## src/rtl/atb_pkg.sv

```systemverilog
// Shared constants and types for the ATA task file builder.
`default_nettype none
package atb_pkg;

  localparam int unsigned AddrBitsDefault = 48;
  localparam int unsigned AddrW = 48;
  localparam int unsigned ReqW = 32;
  localparam int unsigned DivStep = 8;

  typedef enum logic [1:0] {
    MODE_CHS   = 2'd0,
    MODE_LBA28 = 2'd1,
    MODE_LBA48 = 2'd2,
    MODE_ALT48 = 2'd3
  } mode_e;

  typedef enum logic [1:0] {
    REG_MODE  = 2'd0,
    REG_SLAVE = 2'd1,
    REG_SPT   = 2'd2,
    REG_HEADS = 2'd3
  } reg_idx_e;

  localparam logic [7:0] CMD_READ      = 8'h20;
  localparam logic [7:0] CMD_WRITE     = 8'h30;
  localparam logic [7:0] CMD_READ_EXT  = 8'h24;
  localparam logic [7:0] CMD_WRITE_EXT = 8'h34;
  localparam logic [7:0] DH_CHS        = 8'ha0;
  localparam logic [7:0] DH_LBA28      = 8'he0;
  localparam logic [7:0] DH_LBA48      = 8'h40;

endpackage
`default_nettype wire

```

## src/rtl/atb_div.sv

```systemverilog
// Pipelined restoring divider, STEP quotient bits per stage.
`default_nettype none
module atb_div #(
  parameter int unsigned DW   = 48,
  parameter int unsigned VW   = 8,
  parameter int unsigned STEP = 8
) (
  input  wire logic          clk_i,
  input  wire logic [DW-1:0] dividend_i,
  input  wire logic [VW-1:0] divisor_i,
  output logic      [DW-1:0] quotient_o,
  output logic      [VW-1:0] remainder_o
);
  localparam int unsigned NS = DW / STEP;

  logic [DW-1:0] w_q [NS+1];
  logic [VW-1:0] r_q [NS+1];
  logic [VW-1:0] d_q [NS+1];

  always_ff @(posedge clk_i) begin
    w_q[0] <= dividend_i;
    r_q[0] <= '0;
    d_q[0] <= divisor_i;
  end

  for (genvar s = 0; s < NS; s++) begin : g_stage
    logic [DW-1:0] w_d;
    logic [VW-1:0] r_d;

    always_comb begin
      logic [DW-1:0] w;
      logic [VW:0]   r;
      w = w_q[s];
      r = {1'b0, r_q[s]};
      for (int k = 0; k < STEP; k++) begin
        r = {r[VW-1:0], w[DW-1]};
        w = {w[DW-2:0], 1'b0};
        if (r >= {1'b0, d_q[s]}) begin
          r = r - {1'b0, d_q[s]};
          w[0] = 1'b1;
        end
      end
      w_d = w;
      r_d = r[VW-1:0];
    end

    always_ff @(posedge clk_i) begin
      w_q[s+1] <= w_d;
      r_q[s+1] <= r_d;
      d_q[s+1] <= d_q[s];
    end
  end

  assign quotient_o  = w_q[NS];
  assign remainder_o = r_q[NS];
endmodule
`default_nettype wire

```

## src/rtl/atb_delay.sv

```systemverilog
// Delay line that keeps side data aligned with the divider.
`default_nettype none
module atb_delay #(
  parameter int unsigned W = 8,
  parameter int unsigned N = 2
) (
  input  wire logic         clk_i,
  input  wire logic         rst_ni,
  input  wire logic [W-1:0] data_i,
  output logic      [W-1:0] data_o
);
  logic [W-1:0] tap_q [N];

  always_ff @(posedge clk_i or negedge rst_ni) begin
    if (!rst_ni) begin
      for (int i = 0; i < N; i++) tap_q[i] <= '0;
    end else begin
      tap_q[0] <= data_i;
      for (int i = 1; i < N; i++) tap_q[i] <= tap_q[i-1];
    end
  end

  assign data_o = tap_q[N-1];
endmodule
`default_nettype wire

```

## src/rtl/ata_taskfile_builder.sv

```systemverilog
// Top level of the ATA task file builder.
// One request is taken every clock (busy never rises) and its task file
// appears on done_o after passing the input capture register, two pipelined
// 48-bit dividers (sectors per track, then heads), 7 register stages each, and
// the output register. The receiver cannot stall the pipeline.
// Configuration is taken at any time but must only change while idle.
`default_nettype none
module ata_taskfile_builder #(
  parameter int unsigned ADDR_BITS = atb_pkg::AddrBitsDefault
) (
  input  wire logic        clk_i,
  input  wire logic        rst_ni,
  input  wire logic        start,
  output logic             busy,
  input  wire logic        func_i,
  input  wire logic [47:0] block_address_i,
  input  wire logic [31:0] requested_count_i,
  input  wire logic        cfg_valid_i,
  output logic             cfg_ready_o,
  input  wire logic [1:0]  cfg_index_i,
  input  wire logic [7:0]  cfg_data_i,
  output logic             done_o,
  output logic [7:0]       command_code_o,
  output logic [7:0]       drive_head_o,
  output logic [7:0]       count_low_o,
  output logic [7:0]       count_high_o,
  output logic [7:0]       addr_byte0_o,
  output logic [7:0]       addr_byte1_o,
  output logic [7:0]       addr_byte2_o,
  output logic [7:0]       addr_byte3_o,
  output logic [7:0]       addr_byte4_o,
  output logic [7:0]       addr_byte5_o,
  output logic [15:0]      granted_count_o
);
  localparam int unsigned AW = atb_pkg::AddrW;
  localparam int unsigned RW = atb_pkg::ReqW;
  localparam int unsigned LAT = AW / atb_pkg::DivStep + 1;
  localparam logic [AW-1:0] LbaMask = {AW{1'b1}} >> (AW - ADDR_BITS);
  localparam int unsigned SW1 = 1 + 1 + AW + RW;
  localparam int unsigned SW2 = SW1 + 8;

  atb_pkg::mode_e mode_q;
  logic           slave_q;
  logic [7:0]     spt_q;
  logic [4:0]     heads_q;

  assign cfg_ready_o = 1'b1;
  assign busy        = 1'b0;

  always_ff @(posedge clk_i or negedge rst_ni) begin
    if (!rst_ni) begin
      mode_q  <= atb_pkg::MODE_LBA28;
      slave_q <= 1'b0;
      spt_q   <= 8'd63;
      heads_q <= 5'd16;
    end else if (cfg_valid_i && cfg_ready_o) begin
      case (atb_pkg::reg_idx_e'(cfg_index_i))
        atb_pkg::REG_MODE:  mode_q  <= atb_pkg::mode_e'(cfg_data_i[1:0]);
        atb_pkg::REG_SLAVE: slave_q <= cfg_data_i[0];
        atb_pkg::REG_SPT:   spt_q   <= cfg_data_i;
        atb_pkg::REG_HEADS: heads_q <= cfg_data_i[4:0];
        default: ;
      endcase
    end
  end

  logic [7:0] spt_eff;
  logic [4:0] hc_eff;
  assign spt_eff = (spt_q == 8'd0) ? 8'd1 : spt_q;
  assign hc_eff  = (heads_q == 5'd0) ? 5'd1 : ((heads_q > 5'd16) ? 5'd16 : heads_q);

  // input capture
  logic          in_v_q;
  logic          in_func_q;
  logic [AW-1:0] in_addr_q;
  logic [RW-1:0] in_req_q;

  always_ff @(posedge clk_i or negedge rst_ni) begin
    if (!rst_ni) begin
      in_v_q <= 1'b0;
    end else begin
      in_v_q <= start && !busy;
    end
  end

  always_ff @(posedge clk_i) begin
    in_func_q <= func_i;
    in_addr_q <= block_address_i;
    in_req_q  <= (requested_count_i == '0) ? RW'(1) : requested_count_i;
  end

  logic [AW-1:0] track;
  logic [7:0]    sec_rem;
  atb_div #(.DW(AW), .VW(8), .STEP(atb_pkg::DivStep)) u_div_spt (
    .clk_i      (clk_i),
    .dividend_i (in_addr_q),
    .divisor_i  (spt_eff),
    .quotient_o (track),
    .remainder_o(sec_rem)
  );

  logic [SW1-1:0] side1;
  atb_delay #(.W(SW1), .N(LAT)) u_dly1 (
    .clk_i (clk_i),
    .rst_ni(rst_ni),
    .data_i({in_v_q, in_func_q, in_addr_q, in_req_q}),
    .data_o(side1)
  );

  logic [AW-1:0] cyl_full;
  logic [4:0]    head_rem;
  atb_div #(.DW(AW), .VW(5), .STEP(atb_pkg::DivStep)) u_div_hc (
    .clk_i      (clk_i),
    .dividend_i (track),
    .divisor_i  (hc_eff),
    .quotient_o (cyl_full),
    .remainder_o(head_rem)
  );

  logic [SW2-1:0] side2;
  atb_delay #(.W(SW2), .N(LAT)) u_dly2 (
    .clk_i (clk_i),
    .rst_ni(rst_ni),
    .data_i({side1, sec_rem}),
    .data_o(side2)
  );

  logic          s_v;
  logic          s_func;
  logic [AW-1:0] s_addr;
  logic [RW-1:0] s_req;
  logic [7:0]    s_rem;
  assign {s_v, s_func, s_addr, s_req, s_rem} = side2;

  logic [7:0]  cmd_d, dh_d, a0_d, a1_d, a2_d, a3_d, a4_d, a5_d, ch_d;
  logic [15:0] cnt_d;
  logic [7:0]  room;
  logic [AW-1:0] lba48;

  always_comb begin
    room  = spt_eff - s_rem;
    lba48 = s_addr & LbaMask;
    a3_d = 8'h00;
    a4_d = 8'h00;
    a5_d = 8'h00;
    ch_d = 8'h00;
    case (mode_q)
      atb_pkg::MODE_CHS: begin
        cnt_d = (s_req < {24'd0, room}) ? s_req[15:0] : {8'd0, room};
        cmd_d = s_func ? atb_pkg::CMD_WRITE : atb_pkg::CMD_READ;
        dh_d  = atb_pkg::DH_CHS | {3'b000, slave_q, head_rem[3:0]};
        a0_d  = s_rem + 8'd1;
        a1_d  = cyl_full[7:0];
        a2_d  = cyl_full[15:8];
      end
      atb_pkg::MODE_LBA28: begin
        cnt_d = (s_req < 32'hff) ? s_req[15:0] : 16'h00ff;
        cmd_d = s_func ? atb_pkg::CMD_WRITE : atb_pkg::CMD_READ;
        dh_d  = atb_pkg::DH_LBA28 | {3'b000, slave_q, s_addr[27:24]};
        a0_d  = s_addr[7:0];
        a1_d  = s_addr[15:8];
        a2_d  = s_addr[23:16];
      end
      default: begin
        cnt_d = (s_req < 32'hffff) ? s_req[15:0] : 16'hffff;
        cmd_d = s_func ? atb_pkg::CMD_WRITE_EXT : atb_pkg::CMD_READ_EXT;
        dh_d  = atb_pkg::DH_LBA48 | {3'b000, slave_q, 4'h0};
        a0_d  = lba48[7:0];
        a1_d  = lba48[15:8];
        a2_d  = lba48[23:16];
        a3_d  = lba48[31:24];
        a4_d  = lba48[39:32];
        a5_d  = lba48[47:40];
        ch_d  = cnt_d[15:8];
      end
    endcase
  end

  logic done_q;
  always_ff @(posedge clk_i or negedge rst_ni) begin
    if (!rst_ni) begin
      done_q <= 1'b0;
    end else begin
      done_q <= s_v;
    end
  end

  always_ff @(posedge clk_i) begin
    command_code_o  <= cmd_d;
    drive_head_o    <= dh_d;
    count_low_o     <= cnt_d[7:0];
    count_high_o    <= ch_d;
    addr_byte0_o    <= a0_d;
    addr_byte1_o    <= a1_d;
    addr_byte2_o    <= a2_d;
    addr_byte3_o    <= a3_d;
    addr_byte4_o    <= a4_d;
    addr_byte5_o    <= a5_d;
    granted_count_o <= cnt_d;
  end

  assign done_o = done_q;

  a_cnt_nonzero: assert property (@(posedge clk_i) disable iff (!rst_ni)
    done_o |-> granted_count_o != 16'd0)
    else $error("zero granted count");

  a_lba28_clamp: assert property (@(posedge clk_i) disable iff (!rst_ni)
    done_o && mode_q == atb_pkg::MODE_LBA28 |-> granted_count_o <= 16'd255)
    else $error("lba28 count over 255");

  a_chs_sector: assert property (@(posedge clk_i) disable iff (!rst_ni)
    done_o && mode_q == atb_pkg::MODE_CHS |->
      addr_byte0_o != 8'd0 &&
      {8'd0, addr_byte0_o} + granted_count_o <= {8'd0, spt_eff} + 16'd1)
    else $error("chs count runs past track end");

endmodule
`default_nettype wire

```

## config.mk

```make
export PLATFORM = sky130hd
export DESIGN_NAME = ata_taskfile_builder
export DESIGN_NICKNAME = d
export VERILOG_FILES = /design/src/rtl/atb_pkg.sv /design/src/rtl/atb_div.sv /design/src/rtl/atb_delay.sv /design/src/rtl/ata_taskfile_builder.sv
export SDC_FILE = /design/constraint.sdc
export NUM_CORES = 2
export LEC_CHECK = 0
export ABC_AREA = 1
export ABC_CLOCK_PERIOD_IN_PS = 29400
export BUFFER_PORTS_ARGS = -buffer_cell sky130_fd_sc_hd__clkbuf_2
export CELL_PAD_IN_SITES_DETAIL_PLACEMENT = 1
export CELL_PAD_IN_SITES_GLOBAL_PLACEMENT = 1
export CORE_MARGIN = 3
export CORE_UTILIZATION = 50
export DETAILED_ROUTE_END_ITERATION = 12
export GPL_ROUTABILITY_DRIVEN = 0
export PLACE_DENSITY = 0.81
export SETUP_SLACK_MARGIN = 0.5
export SYNTH_ARGS = -nofsm -noshare
export SYNTH_HDL_FRONTEND = slang
export SYNTH_SLANG_ARGS = --single-unit
```

## constraint.sdc

```tcl
create_clock -name clk_i -period 29.4 [get_ports clk_i]
set_clock_uncertainty 0.1 [all_clocks]
set_input_delay 5.88 -clock clk_i [delete_from_list [all_inputs] [get_ports clk_i]]
set_output_delay 5.88 -clock clk_i [all_outputs]
set_load 0.01 [all_outputs]
```

==> out/results.ini <==
[min_path]
hold_start=u_div_spt.w_q[3][4]
holdPathEnd=u_div_spt.w_q[4][12]
hold_path.class=reg -> reg
whs_path_depth=0

[detailed_routing]
drtIter0Drc=3826
ant_nets=0
dr.max_layer_used=met5
drcViolationCount=0
wl_met2_um=117000
met1Wirelength_um=93300
wl_per_cell_um=22.0
vias=57600
met3WireLength_um=10400
routed_wl_um=233000
firstDrtPassIters=5
via_per_inst=5.43

[layout]
drive_gt1_frac=0.101
nNetsFinal=9082
post-route-util=0.568
nFillCells=17600
syn2layout_area_growth_pct=12.2

[worst_setup_path]
worst-r2r-cell-count=95
cpMaxStageDelayCell=dfxtp_1
cp.required_ns=30.07
cp.arrival_ns=21.93
end_kind=register
r2r_setup_slack_ns=8.14
max_stage_delay_ns=0.87
cp_common_cell=nand2_1
crit_type=reg -> reg
regToRegEndpoint=u_div_spt.r_q[2][7]
r2r_start=u_div_spt.d_q[1][1]
cp_max_fo=15
critPathLaunchType=register

[logic_synthesis]
yosysUniqueCellTypes=74
synthTopCellsByArea=dfrtp_1 37%, dfxtp_1 20%, ha_1 9.5%
synth-edff-count=0
synth_flop_cell=dfrtp_1
yosys_warnings=0
syn_area_mm2=0.0830
ys_seq_elements=2067
ys_seq_area_frac=0.572
syn_avg_cell_area_um2=10.4
async_flop_share=0.591
synth_top_area_cell=dfrtp_1
synth.top_cell.area_share=0.366
syn_inst=7953

[timing]
final_hold_viol_count=0
period_minus_slack_ns=21.26
final-setup-viol-count=0
tns_ns=0
relSlewSlack=0.139
fin_hold_ws_ns=0.188
worst_pin_slew_ns=1.28
slew_violations=0
grt_setup_unrepaired=false
finalCritPeriodShare=0.723
worst_slack_ns=8.14
fmax_mhz=47.0

[clocking]
cts_made_buffers=197
cts_root_buf=clkbuf_16
cts_tree=built
cts_hold_buf=0
htreeDepth=4
clk_pin_slew_ns=0.07
cts_sinks=2067
clkLatencyLatePin_ns=0.88
clockBufferDepth=3
cts_setup_buffers=0
cts_resized=0

[floorplan]
row_count=148
die_w_um=413
coreArea_mm2=0.164
pin_count=194
start_util=0.506
die_h_um=413
die-area_mm2=0.171

[place]
dp_slack_ns=10.68
dp_hpwl_um=150000
io_buffers=185

[global_routing]
grt_pass1_wl_um=368000
grt_usage=0.276
grt_pass1_vias=64600
grt_max_degree=203
overflow=0
antenna_found_initial=15

[status]
status=finished, final reports clean

[run]
drv_cap=0

-- state kept, by name, indices dropped and copies added (netlist names), 16 cells and up --
name             count
u_dly1.tap_q       492
u_div_hc.d_q        30
u_dly1.data_o       82
u_div_spt.d_q       48
granted_count_o     16
u_div_spt.r_q       48
u_div_hc.w_q       192
u_dly2.tap_q       540
u_div_hc.r_q        29
in_addr_q           48
in_req_q            32
u_div_spt.w_q      336
u_dly2.data_o       90
-- routing by layer --
layer | global-route usage | vias up
met1 | 0.332 | 29000
met5 | 0 | -
met4 | 0.137 | 4
met3 | 0.0416 | 802
met2 | 0.483 | 1727
li1 | - | 26100
-- synthesized netlist by cell type (32+ instances only) --
| cell | number |
|---|---|
| o21ai_2 | 32 |
| nor2_1 | 292 |
| xor2_1 | 251 |
| dfrtp_1 | 1214 |
| o21ai_0 | 247 |
| nand4_1 | 84 |
| nand2_1 | 1586 |
| xnor2_1 | 135 |
| nor3_1 | 53 |
| nand3_2 | 56 |
| a21oi_1 | 364 |
| nand2_2 | 62 |
| nand3_1 | 400 |
| inv_1 | 1026 |
| clkbuf_1 | 48 |
| o21ai_1 | 54 |
| fa_1 | 95 |
| dfxtp_1 | 845 |
| ha_1 | 632 |
-- critical path: cells and delay by family, from the launching register on --
family	cells	cell delay (ns)
buffers and inverters	13	1.70
DFF	1	0.87
and+or+nand+nor	41	7.16
adders and majority gates	8	3.19
AOI/OAI and AO/OA	33	8.09
-- through the flow --
step                      area [µm²]  cells
final                          93100  10600
after global routing           93100  10600
after CTS                      93100  10600
after detailed placement       86200  10200
after global placement         86200  10200
after floorplan                83000   7959
-- worst max-delay path by stage --
stage	startpoint	end	slack [ns]	cells after the start
after floorplan	u_div_spt.d_q[5][1]	u_div_spt.r_q[6][0]	14.67	100
after global placement	u_div_spt.d_q[1][1]	u_div_spt.r_q[2][1]	11.89	97
after detailed placement	u_div_spt.d_q[1][1]	u_div_spt.r_q[2][0]	10.68	97
after CTS	u_div_spt.d_q[1][1]	u_div_spt.r_q[2][7]	8.77	95
after global routing	u_div_spt.d_q[1][1]	u_div_spt.r_q[2][0]	7.15	97
final	u_div_spt.d_q[1][1]	u_div_spt.r_q[2][7]	8.14	95
-- area by class of cell --
cell class	count	area (µm²)	share of cell area
well taps	2175	2720	0.0292
inverters	1059	3980	0.0427
multi-input cells	4732	30900	0.332
clock inverters	86	1120	0.0121
diodes	3	7.51	0.0000806
flip-flops and latches	2067	47500	0.510
repair buffers	203	1090	0.0117
clock buffers	289	5750	0.0618
-- cells by family after synthesis --
logic type | synth area share
mux | 0.000543
other cells | 0.0000905
flops | 0.572
xor+xnor | 0.0407
buf+inv | 0.0554
simple gates | 0.151
compound gates | 0.0613
fa+ha+maj | 0.118
-- layout by cell type, fill, tap and decap left out, types with 28 or more instances in the layout --
cell type	instances
nand2_1	1586
dfrtp_1	1213
inv_1	1026
dfxtp_1	845
ha_1	632
nand3_1	400
a21oi_1	364
nor2_1	291
xor2_1	251
o21ai_0	247
clkbuf_16	203
clkbuf_2	184
xnor2_1	135
fa_1	95
nand4_1	84
nand2_2	62
nand3_2	56
o21ai_1	54
nor3_1	53
clkbuf_1	51
clkbuf_8	35
o21ai_2	32
nor2_2	32
nand2_4	29
nor4_1	28
o21bai_1	28
clkinv_2	28
Power is not shown: default switching activity piles up to over one toggle a cycle in this logic, so the estimate is an artifact.
